$ cat src/hdl/pee_pkg.sv
package pee_pkg;

	localparam int StackDepth = 128;
	localparam int ValueWidth = 32;
	localparam int PtrWidth = $clog2(StackDepth);
	localparam int CntWidth = $clog2(StackDepth + 1);
	localparam int ShCntWidth = $clog2(ValueWidth + 1);

	typedef logic [ValueWidth-1:0] value_t;
	typedef logic [CntWidth-1:0] count_t;

	typedef enum logic [1:0] {
		ST_OK        = 2'd0,
		ST_UNDERFLOW = 2'd1,
		ST_OVERFLOW  = 2'd2,
		ST_DIVZERO   = 2'd3
	} status_t;

	typedef enum logic [2:0] {
		OP_ADD,
		OP_SUB,
		OP_MUL,
		OP_DIV,
		OP_POW,
		OP_BAD
	} op_t;

	localparam logic [7:0] ChSpace = 8'h20;
	localparam logic [7:0] ChZero  = 8'h30;
	localparam logic [7:0] ChNine  = 8'h39;
	localparam logic [7:0] ChPlus  = 8'h2b;
	localparam logic [7:0] ChMinus = 8'h2d;
	localparam logic [7:0] ChStar  = 8'h2a;
	localparam logic [7:0] ChSlash = 8'h2f;
	localparam logic [7:0] ChCaret = 8'h5e;

	// datapath commands from the controller
	typedef enum logic [3:0] {
		CMD_NONE,
		CMD_DIGIT,
		CMD_PUSH_NUM,
		CMD_POP_A,
		CMD_POP_B,
		CMD_EXEC,
		CMD_ITER,
		CMD_PUSH_RES,
		CMD_READ_TOP,
		CMD_EMIT
	} cmd_t;

	typedef struct packed {
		cmd_t cmd;
		op_t  op;
	} ctrl_t;

	typedef struct packed {
		logic in_number;
		logic iter_done;
		logic out_busy;
	} stat_t;

	function automatic op_t decode_op(input logic [7:0] c);
		op_t o;
		unique case (c)
			ChPlus:  o = OP_ADD;
			ChMinus: o = OP_SUB;
			ChStar:  o = OP_MUL;
			ChSlash: o = OP_DIV;
			ChCaret: o = OP_POW;
			default: o = OP_BAD;
		endcase
		return o;
	endfunction

endpackage

$ cat src/hdl/pee_ctrl.sv
module pee_ctrl (
	input  logic                clk,
	input  logic                arst_n,
	input  logic                in_valid,
	output logic                in_stall,
	input  logic [7:0]          in_ch,
	input  logic                in_last,
	input  pee_pkg::stat_t      stat,
	output pee_pkg::ctrl_t      ctrl
);

	typedef enum logic [3:0] {
		S_IDLE,
		S_PUSHNUM,
		S_POPA,
		S_POPB,
		S_EXEC,
		S_ITER,
		S_PUSHRES,
		S_ENDNUM,
		S_READ,
		S_EMIT
	} state_t;

	state_t state_q;
	logic [7:0] ch_q;
	logic last_q;
	pee_pkg::op_t op_q;
	logic take;
	logic is_digit;

	assign in_stall = (state_q != S_IDLE);
	assign take = in_valid && (state_q == S_IDLE);
	assign is_digit = (in_ch >= pee_pkg::ChZero) && (in_ch <= pee_pkg::ChNine);

	// command decode from state
	always_comb begin
		ctrl.op = op_q;
		ctrl.cmd = pee_pkg::CMD_NONE;
		unique case (state_q)
			S_IDLE:    ctrl.cmd = (take && is_digit) ? pee_pkg::CMD_DIGIT : pee_pkg::CMD_NONE;
			S_PUSHNUM, S_ENDNUM: ctrl.cmd = pee_pkg::CMD_PUSH_NUM;
			S_POPA:    ctrl.cmd = pee_pkg::CMD_POP_A;
			S_POPB:    ctrl.cmd = pee_pkg::CMD_POP_B;
			S_EXEC:    ctrl.cmd = pee_pkg::CMD_EXEC;
			S_ITER:    ctrl.cmd = pee_pkg::CMD_ITER;
			S_PUSHRES: ctrl.cmd = pee_pkg::CMD_PUSH_RES;
			S_READ:    ctrl.cmd = pee_pkg::CMD_READ_TOP;
			S_EMIT:    ctrl.cmd = stat.out_busy ? pee_pkg::CMD_NONE : pee_pkg::CMD_EMIT;
			default:   ctrl.cmd = pee_pkg::CMD_NONE;
		endcase
	end

	// sequencer
	always_ff @(posedge clk or negedge arst_n) begin
		if (!arst_n) begin
			state_q <= S_IDLE;
			ch_q <= '0;
			last_q <= 1'b0;
			op_q <= pee_pkg::OP_ADD;
		end else begin
			unique case (state_q)
				S_IDLE: begin
					if (take) begin
						ch_q <= in_ch;
						last_q <= in_last;
						op_q <= pee_pkg::decode_op(in_ch);
						if (is_digit)
							state_q <= in_last ? S_ENDNUM : S_IDLE;
						else if (stat.in_number)
							state_q <= S_PUSHNUM;
						else if (in_ch != pee_pkg::ChSpace)
							state_q <= S_POPA;
						else
							state_q <= in_last ? S_READ : S_IDLE;
					end
				end
				S_PUSHNUM: begin
					if (ch_q != pee_pkg::ChSpace)
						state_q <= S_POPA;
					else
						state_q <= last_q ? S_READ : S_IDLE;
				end
				S_POPA:    state_q <= S_POPB;
				S_POPB:    state_q <= S_EXEC;
				S_EXEC:    state_q <= S_ITER;
				S_ITER:    if (stat.iter_done) state_q <= S_PUSHRES;
				S_PUSHRES: state_q <= last_q ? S_ENDNUM : S_IDLE;
				S_ENDNUM:  state_q <= S_READ;
				S_READ:    state_q <= S_EMIT;
				S_EMIT:    if (!stat.out_busy) state_q <= S_IDLE;
				default:   state_q <= S_IDLE;
			endcase
		end
	end

endmodule

$ cat config.mk
export PLATFORM = sky130hd
export DESIGN_NAME = pee_ctrl
export DESIGN_NICKNAME = d
export VERILOG_FILES = /design/src/hdl/pee_pkg.sv /design/src/hdl/pee_ctrl.sv
export SDC_FILE = /design/constraint.sdc
export NUM_CORES = 1
export LEC_CHECK = 0
export ABC_CLOCK_PERIOD_IN_PS = 1450
export BUFFER_PORTS_ARGS = -buffer_cell sky130_fd_sc_hd__buf_2
export CAP_MARGIN = 5
export CORE_MARGIN = 1.5
export CORE_UTILIZATION = 47
export DETAILED_ROUTE_END_ITERATION = 10
export PLACE_DENSITY_LB_ADDON = 0.05
export SYNTH_ARGS = -nofsm -noshare
export SYNTH_HDL_FRONTEND = slang
export SYNTH_SLANG_ARGS = --single-unit
$ cat constraint.sdc
create_clock -name clk -period 1.45 [get_ports clk]
set_input_delay 0.3625 -clock clk [delete_from_list [all_inputs] [get_ports clk]]
set_output_delay 0.3625 -clock clk [all_outputs]
set_load 0.1 [all_outputs]
== Word-level counts from Yosys, hierarchy flattened ==
Index checks and enable logic that the tools add are counted.
Widths: inputs -> output; s select.

* Input port bits: 15
* Output and inout bits: 8
* Logic and storage cells: 49
* Register bits: 16

* Muxes and demuxes: 16
* Equal/unequal tests: 19
* Magnitude comparators: 2
* Reductions and logical operators: 8

{| class="wikitable"
|+ Operator list
! cell !! count
|-
| $mux 4 || 10
|-
| $pmux 4 s10 || 1
|-
| $pmux 4 s9 || 1
|-
| $eq 8x6->1 const B || 4
|-
| $eq 4x3->1 const B || 4
|-
| $ne 8x6->1 const B || 2
|-
| $pmux 3 s5 || 1
|-
| $eq 4x2->1 const B || 2
|-
| $eq 4x4->1 const B || 2
|-
| $eq 8x7->1 const B || 1
|-
| $ge 8x6->1 const B || 1
|-
| $le 8x6->1 const B || 1
|-
| $mux 3 || 2
|-
| $ne 2x2->1 const B || 3
|-
| $eq 4x1->1 const B || 1
|-
| $logic_not 4->1 || 1
|-
| $reduce_bool 4->1 || 1
|-
| $logic_and 1x1->1 || 3
|-
| $reduce_and 3->1 || 1
|-
| $reduce_and 2->1 || 1
|-
| $reduce_or 2->1 || 1
|-
| $mux 1 || 1
|}

== Depth between registers and ports, before layout ==
Gate-level depths: netlist (run 1).

* Depth in word-level cells: 6
* Mapped depth: 6

== Worst setup path after synthesis (run 1) ==
Ideal clock, no wire load.

* Path kind: flip-flop to output port
* Start: register state_q[3]
* End: output ctrl[6] (netlist name)
* Data arrival time: 5.324 ns
* Path slack: -4.236 ns
* Stages on the path, launching flop included: 4
* Path through: dfrtp_1 buf_4 inv_1 a2111oi_0

{| class="wikitable"
|+ RTL lines
! what !! RTL line !! RTL
|-
| start, declared || pee_ctrl.sv:25 || <nowiki>state_t state_q;</nowiki>
|-
| start signal, assigned || pee_ctrl.sv:69 || <nowiki>state_q <= in_last ? S_ENDNUM : S_IDLE;</nowiki>
|-
| start signal, assigned || pee_ctrl.sv:75 || <nowiki>state_q <= in_last ? S_READ : S_IDLE;</nowiki>
|-
| start signal, assigned || pee_ctrl.sv:82 || <nowiki>state_q <= last_q ? S_READ : S_IDLE;</nowiki>
|-
| end, declared || pee_ctrl.sv:9 || <nowiki>output pee_pkg::ctrl_t ctrl</nowiki>
|}

==> results of run 1 <==
-- cell usage after synthesis (3+ instances only) --
| cell | number | area (µm²) |
|---|---|---|
| a31oi_1 | 3 | 18.8 |
| buf_4 | 4 | 30.0 |
| dfrtp_1 | 16 | 400 |
| mux2_4 | 7 | 105 |
| nand2_1 | 10 | 37.5 |
| nand3_1 | 4 | 20.0 |
| nor2_1 | 9 | 33.8 |
| nor2b_1 | 4 | 25.0 |
| nor3_1 | 4 | 20.0 |
| o21ai_1 | 6 | 30.0 |
-- registers in the layout, indices dropped and copies added, names as in the netlist --
signal   flops
ch_q         8
last_q       1
state_q      4
op_q         3
-- worst min path at each step --
stage | startpoint | endpoint | slack (ps) | cells past startpoint
after floorplan | arst_n | ch_q[0] | 70 | 0
after global placement | arst_n | ch_q[4] | 300 | 1
after detailed placement | arst_n | ch_q[4] | 300 | 1
after CTS | in_last | last_q | 320 | 3
after global routing | in_last | last_q | 350 | 3
final | in_last | last_q | 320 | 3
-- critical path: stages, from the launching register on --
cell     delay [ps]
dfrtp_1         420
nor4_4          380
nand2_2         120
o21ai_4         160
buf_12          190
-- through the flow --
stage / cell area (µm²) / utilization (%) / TNS, ps / std cells / setup WS [ps]
6_report: 1640 / 81.3 / -4200 / 187 / -479
5_1_grt: 1640 / 81.3 / -5160 / 187 / -534
4_1_cts: 1590 / 78.7 / -3810 / 183 / -474
3_5_place_dp: 1470 / 72.8 / -2900 / 177 / -286
3_3_place_gp: 1470 / 72.8 / -2780 / 177 / -297
2_1_floorplan: 1110 / - / -2060 / 106 / -653
-- report_power, final --
part           leakage, nW  internal, mW  switching [mW]
logic                0.520          1.32            1.54
clock network       0.0210         0.153           0.152
registers            0.187         0.634           0.149
total                0.728          2.10            1.84
-- layout make-up --
type                    count  area [µm²]
clock buffers               4        36.3
fillers                   127         378
inverters                   3        25.0
multi-input cells          81         672
flip-flops and latches     16         403
well taps                  27        33.8
repair buffers             56         474
-- kinds of logic after synthesis --
group	count (synthesis)	synth area share (%)
compound gates	24	16.0
xor+xnor	2	1.68
buf+inv	9	5.53
flops	16	38.5
mux	10	13.2
simple gates	45	25.1
-- repair_timing --
action | CTS | global route
endpoints found under the hold margin | 16 | 0
pin swaps | 8 | 7
buffers inserted | 2 | 4
endpoints found under the setup margin | 23 | 21
gates resized for setup | 19 | 7
hold buffers | 1 | 0
-- cells in the final DEF (no fill, tap or decap), drive strengths merged, types with 2 or more instances in the layout --
cell,Yosys,layout
buf,6,54
dfrtp,16,16
nand2,11,11
mux2,9,9
nor2,9,9
o21ai,8,8
nor2b,5,5
clkbuf,0,5
nor3,5,5
nand3,4,4
a31oi,3,3
nor4,3,3
inv,3,2
a21oi,2,2
o211ai,2,2
and2,2,2
nor4b,2,2
-- routing by layer --
metal	up-vias	wire, µm	track usage (%)
met5	-	0	0
met4	0	28	5.56
met3	6	206	5.45
met2	47	1350	39.0
met1	510	1240	32.9
li1	500	-	-
==> metrics.txt, run 1 <==
largest net degree at the start of global routing 17; nature of the critical path endpoint output port; Critical Path AT 1570 ps; Post-synth EDFFs 0; crit path max fanout 3; Reg2Reg Setup Slack -210 ps; clock root cell clkbuf_4; die area 2510 µm²; Pwr Total 3.95 mW; Clock Sink Count 16; number of global-route vias before repair 1028; kind of critical path flip-flop to output port; WP data required 1090 ps; die width 50.1 µm; Worst Skew 3.86 ps; worst setup margin -479 ps; Synth cell types 42; unrepaired setup endpoints after global routing yes; total number of H-tree levels 1; Port Buf Inserts 22; final hold vios 0; Reg2Reg Launch Point state_q[3]; R2R depth 6; max frequency 518 MHz; die height 50.1 µm; violated checks setup timing; first-pass GRT wire length 4630 µm; WL final 2830 µm; Routability Congestion 0.859; post-synthesis area per instance 9.82 µm²; post-synthesis cell area 1040 µm²; MaxCap Viol Count 0; Layout area overhead 57.9%; CP Capture Point ctrl[3]; grt ovf 0; worst skew pair latency 290 ps; wire per inst 15.1 µm; Seq/Total Area, Yosys 38.5%; VDD IR max 2.15 mV; core area 2020 µm²; DR vias 1063; Final setup viols 19; 1st-iter DRT viols 44; pwr/cell area 2400 nW/µm²; layout cell share with drive strength beyond 1 55.0%; I/O pins 23; Post-Synthesis Cells 106; DRC Markers 0; Routed Antenna Nets 0; clk slew on worst S/H paths 100 ps; CTS tree done; antenna cells 0; WHS 324 ps; nets@finish 176; #FFs+latches synth 16; CP startpoint kind flip-flop; Least-Margin Pin Slew 394 ps; ys flop type dfrtp_1; Cell Rows 16; Final Cycle Share 133%; Final Critical Period 1930 ps; clk buf depth 2; max_slew headroom 73.5%; CP startpoint state_q[3]; CTS buffer count 3; Pre-antenna DRT Iters 4; max-slew violation count 0; DP Wirelength 2060 µm; vias per cell 5.68; status complete, but fails checks; Net Count, Synth 121; Async SR Flop Fraction 100%; Initial Utilization 51.5%; all-layer global routing usage 24.3%; initial antenna violation count 0; R2R Path End state_q[1]; Synth Warn # 0; Worst Hold Class input pin to flip-flop; Leak 0.728 nW
Note: power is estimated with default switching activity, not from simulation.
==> run 2, diff against run 1 <==
--- a/config.mk
+++ b/config.mk
@@ -5,7 +5,7 @@
 export SDC_FILE = /design/constraint.sdc
 export NUM_CORES = 1
 export LEC_CHECK = 0
-export ABC_CLOCK_PERIOD_IN_PS = 1450
+export ABC_CLOCK_PERIOD_IN_PS = 1700
 export BUFFER_PORTS_ARGS = -buffer_cell sky130_fd_sc_hd__buf_2
 export CAP_MARGIN = 5
 export CORE_MARGIN = 1.5
==> constraint.sdc (replaced) <==
create_clock -name clk -period 1.7 [get_ports clk]
set_input_delay 0.425 -clock clk [delete_from_list [all_inputs] [get_ports clk]]
set_output_delay 0.425 -clock clk [all_outputs]
set_load 0.1 [all_outputs]
==> metrics.txt, run 2 (same netlist as run 1, synthesis figures left out) <==
DP Wirelength 1960 µm (-4.8%); commonest non-fill, non-tap cell in the layout buf_4; Critical Path AT 1530 ps (-40 ps); Layout area overhead 42.5%; first-pass GRT wire length 4130 µm (-11%); initial antenna violation count 0 (unchanged); most frequent cells in the layout buf_4 (19), buf_2 (17), dfrtp_1 (12); die area 2510 µm² (unchanged); clk buf depth 2 (unchanged); Fillers 153 (+20%); Final Critical Period 1950 ps; kind of critical path flip-flop to output port; WHS 29.8 ps (-294 ps); grt ovf 0 (unchanged); unrepaired setup endpoints after global routing yes; Final setup viols 5 (-14); M1 GR Usage 27.4% (-5.5 points); number of global-route vias before repair 936 (-8.9%); die width 50.1 µm (unchanged); all-layer global routing usage 21.8% (-2.4 points); layout cell share with drive strength beyond 1 48.6% (-6.4 points); violated checks setup timing; max_slew headroom 65.6% (-7.8 points); DRC Markers 0 (unchanged); Switching Fraction 48.3% (+1.6 points); WL final 2460 µm (-13%); antenna cells 0 (unchanged); Regs by FF count ch_q x8, state_q x4, op_q x3; Non-Filler Instances 173 (-7.5%); M2 GR Usage 37.1% (-2.0 points); nature of the critical path endpoint output port; Top reg by flops ch_q; crit path max fanout 4 (+1); Placed Area 1400 µm² (-4.9%); MaxCap Viol Count 0 (unchanged); clock root cell clkbuf_4; kind of cell adding the most delay to the critical path flip-flops; Setup Buffers After CTS 0 (-2); Flop pwr share 22.1% (+2.3 points); Leak 0.641 nW (-12%); Worst Skew 8.76 ps (+4.90 ps); combinational share of power 71.5% (-1.0 points); busiest grt layer met2; pwr/cell area 2070 nW/µm² (-14%); clock power share 6.4% (-1.3 points); Initial Utilization 51.5% (unchanged); die height 50.1 µm (unchanged); Clock Sink Count 16 (unchanged); Final Cycle Share 115%; Worst Hold Class input pin to asynchronous set/reset pin; Post-Place Cells 170 (-4.0%); Cell Rows 16 (unchanged); worst skew pair latency 290 ps (about the same); max reg flops 8 (unchanged); 1st-iter DRT viols 16 (-64%); Least-Margin Pin Slew 508 ps (+114 ps); final hold vios 0 (unchanged); total number of H-tree levels 1 (unchanged); max incr delay on CP 450 ps (+30 ps); core area 2020 µm² (unchanged); Port Buf Inserts 22 (unchanged); P_int 1.59 mW (-25%); WP buf/inv 1 (unchanged); cells along the critical path nor4_4 > nand2_2 > o21ai_4 > buf_12; CTS tree done; I/O pins 23 (unchanged); VDD IR max 1.48 mV (-31%); max frequency 512 MHz; vias per cell 5.58 (-1.9%); CP startpoint kind flip-flop; Slowest cell on crit path dfrtp_2; Routed Antenna Nets 0 (unchanged); met3 Track Usage GR 2.73% (-2.7 points); clk slew on worst S/H paths 90 ps (about the same); CTS buffer count 3 (unchanged); status complete, but fails checks; largest net degree at the start of global routing 17 (unchanged); P_sw 1.48 mW (-20%); WP data required 1270 ps (+180 ps); wire per inst 14.2 µm (-6.3%); post-route cell area 1480 µm² (-9.7%); Pre-antenna DRT Iters 4 (unchanged); DR vias 965 (-9.2%); nets@finish 163 (-7.4%); max-slew violation count 0 (unchanged); worst setup margin -252 ps (+227 ps); Routability Congestion 0.899 (+4.6%)
==> run 2: changes by cell type in the layout (fill, tap and decap cells not counted), sizes merged <==
| cell | previous run | this run |
|---|---|---|
| buf | 54 | 43 |
| bufinv | 1 | 0 |
| clkbuf | 5 | 3 |
| dlygate4sd3 | 1 | 0 |
| inv | 2 | 3 |
==> run 2: final cells by class <==
type	count	area, µm²	share of cell area [%]
sequential	16	405	27.3
tap	27	33.8	2.28
timing repair buffer	43	350	23.6
clock buffer	3	22.5	1.52
inverter	3	13.8	0.927
multi-input combinational	81	658	44.4
==> run 2: power groups by stage <==
stage | registers (mW) | logic, mW | clock network (mW)
2_1_floorplan | 0.662 | 1.45 | 0
3_3_place_gp | 0.665 | 2.03 | 0
3_5_place_dp | 0.671 | 2.05 | 0
4_1_cts | 0.670 | 2.16 | 0.202
5_1_grt | 0.699 | 2.32 | 0.213
6_report | 0.676 | 2.19 | 0.198
==> run 2: per-layer routing <==
metal  wire (µm)  part of all wire, %  up-vias
li1            -                    -      475
met1        1040                   42      445
met2        1230                   50       38
met3         138                  5.6        7
met4          53                  2.2        0
met5           0                    0        -
==> run 2: final timing paths <==
path                             from    endpoint  slack [ps]  cells after the start
setup / recovery           state_q[1]     ctrl[3]        -250                      4
hold / removal                 arst_n     op_q[0]          30                      1
setup reg to reg           state_q[1]  state_q[3]           0                      7
hold reg to reg               op_q[1]     op_q[1]         500                      1
max in group asynchronous      arst_n  state_q[3]        1370                      1
min in group clk              stat[1]  state_q[2]         400                      3
==> run 2: through the flow <==
| step | setup TNS, ps | total power [mW] | utilization (%) | worst slack, ps |
|---|---|---|---|---|
| after floorplan | -1260 | 2.11 | - | -465 |
| after CTS | -986 | 3.04 | 72.2 | -266 |
| final | -845 | 3.07 | 73.4 | -252 |
| after detailed placement | -68.1 | 2.72 | 69.2 | -68.1 |
| after global routing | -1200 | 3.23 | 73.4 | -299 |
| after global placement | -22.8 | 2.69 | 69.2 | -22.8 |
==> run 2: timing repair <==
action,CTS,global route
hold buffers,0,0
gates cloned,0,0
pin swaps,4,5
gates resized for setup,11,7
endpoints found under the setup margin,6,7
==> run 3, diff against run 2 <==
--- a/config.mk
+++ b/config.mk
@@ -10,8 +10,10 @@
 export CAP_MARGIN = 5
 export CORE_MARGIN = 1.5
 export CORE_UTILIZATION = 47
+export CTS_CLUSTER_SIZE = 12
 export DETAILED_ROUTE_END_ITERATION = 10
 export PLACE_DENSITY_LB_ADDON = 0.05
+export RECOVER_POWER = 25
 export SYNTH_ARGS = -nofsm -noshare
 export SYNTH_HDL_FRONTEND = slang
 export SYNTH_SLANG_ARGS = --single-unit
==> metrics.txt, run 3 (same netlist as run 1, synthesis figures left out) <==
nets@finish 163 (unchanged); pwr/cell area 2070 nW/µm² (about the same); number of global-route vias before repair 936 (unchanged); Routability Congestion 0.899 (unchanged); Reg2Reg Launch Point state_q[1]; core area 2020 µm² (unchanged); Top reg by flops ch_q; Setup Buffers After CTS 0 (unchanged); sequential cell area 405 µm² (unchanged); grt ovf 0 (unchanged); kind of critical path flip-flop to output port; all-layer global routing usage 21.8% (unchanged); antenna cells 0 (unchanged); DR vias 963 (-0.21%); WL final 2450 µm (-0.12%); max_slew headroom 42.7% (-23 points); commonest non-fill, non-tap cell in the layout buf_4; Final Cycle Share 115% (about the same); Cell Rows 16 (unchanged); Layout area overhead 42.4% (about the same); Pre-antenna DRT Iters 4 (unchanged); nature of the critical path endpoint output port; max frequency 512 MHz (about the same); VDD IR max 1.48 mV (about the same); max reg flops 8 (unchanged); CTS tree done; total number of H-tree levels 1 (unchanged); max-slew violation count 0 (unchanged); Least-Margin Pin Slew 860 ps (+351 ps); R2R depth 7 (unchanged); R2R Path End state_q[3]; WP data required 1270 ps (about the same); Clock Sink Count 16 (unchanged); WHS 211 ps (+182 ps); Worst Hold Class input pin to asynchronous set/reset pin; Regs by FF count ch_q x8, state_q x4, op_q x3; Final Critical Period 1950 ps (-0.167 ps); layout cell share with drive strength beyond 1 47.9% (-0.68 points); Initial Utilization 51.5% (unchanged); Fillers 152 (-0.65%); most frequent cells in the layout buf_4 (19), buf_2 (16), dfrtp_1 (12); Leak 0.638 nW (-0.43%); status complete, but fails checks; CP startpoint kind flip-flop; MaxCap Viol Count 0 (unchanged); worst setup margin -251 ps (+0.167 ps); multi-input logic area 658 µm² (unchanged); clk slew on worst S/H paths 90 ps (about the same); largest net degree at the start of global routing 17 (unchanged); Port Buf Inserts 22 (unchanged); vias per cell 5.57 (-0.21%); 1st-iter DRT viols 16 (unchanged); DP Wirelength 1960 µm (unchanged); crit path max fanout 4 (unchanged); initial antenna violation count 0 (unchanged); I/O pins 23 (unchanged); die height 50.1 µm (unchanged); clk buf depth 2 (unchanged); Place WS -68.1 ps (unchanged); first-pass GRT wire length 4130 µm (unchanged); wire per inst 14.2 µm (-0.12%); die area 2510 µm² (unchanged); unrepaired setup endpoints after global routing yes; worst skew pair latency 290 ps (about the same); final hold vios 0 (unchanged); Critical Path AT 1530 ps (about the same); violated checks setup timing; clock root cell clkbuf_4; Routed Antenna Nets 0 (unchanged); Final setup viols 5 (unchanged); die width 50.1 µm (unchanged); Reg2Reg Setup Slack 0 ps (unchanged); CTS buffer count 3 (unchanged); Worst Skew 8.61 ps (-0.154 ps); DRC Markers 0 (unchanged)
run 3: final cells by class:
type / instances / share of cell area (%)
Clock buffer: 3 / 1.52
Inverter: 3 / 0.928
Multi-Input combinational cell: 81 / 44.4
Sequential cell: 16 / 27.3
Tap cell: 27 / 2.28
Timing Repair Buffer: 43 / 23.5
run 3: critical path, cell delays in order (launching register included):
cell and delay (ps):
dfrtp_2 450, nor4_4 330, nand2_2 120, o21ai_4 150
buf_12 190
run 3: worst max-delay path by stage:
stage	from	to	slack, ps	cells after the start
2_1_floorplan	state_q[2]	ctrl[6]	-470	2
3_3_place_gp	in_ch[4]	ctrl[3]	-20	5
3_5_place_dp	in_ch[4]	ctrl[3]	-70	5
4_1_cts	state_q[1]	ctrl[3]	-270	5
5_1_grt	state_q[1]	ctrl[3]	-300	4
6_report	state_q[1]	ctrl[3]	-250	4
run 3: what timing repair did:
item                       4_1_cts  5_1_grt
setup endpoints to repair        6        7
gates resized for setup         11        7
pin swaps                        4        5
hold buffers                     0        0
run 3: where the power goes:
| group | internal (mW) | total, mW | switching (mW) |
|---|---|---|---|
| clock network | 0.0824 | 0.198 | 0.115 |
| registers | 0.544 | 0.676 | 0.132 |
| logic | 0.959 | 2.19 | 1.23 |
run 3: through the flow:
stage / area, µm² / setup TNS, ps / total power, mW / util, % / instances
3_3_place_gp: 1400 / -22.8 / 2.69 / 69.2 / 170
4_1_cts: 1460 / -986 / 3.04 / 72.2 / 173
2_1_floorplan: 1090 / -1260 / 2.11 / - / 106
3_5_place_dp: 1400 / -68.1 / 2.72 / 69.2 / 170
6_report: 1480 / -845 / 3.07 / 73.3 / 173
5_1_grt: 1480 / -1200 / 3.23 / 73.3 / 173
run 3: per-layer routing:
metal  part of all wire (%)  GRT usage [%]
met5                      0              0
met4                    2.2           9.72
met2                     50           37.1
met1                     42           27.4
met3                    5.6           2.73
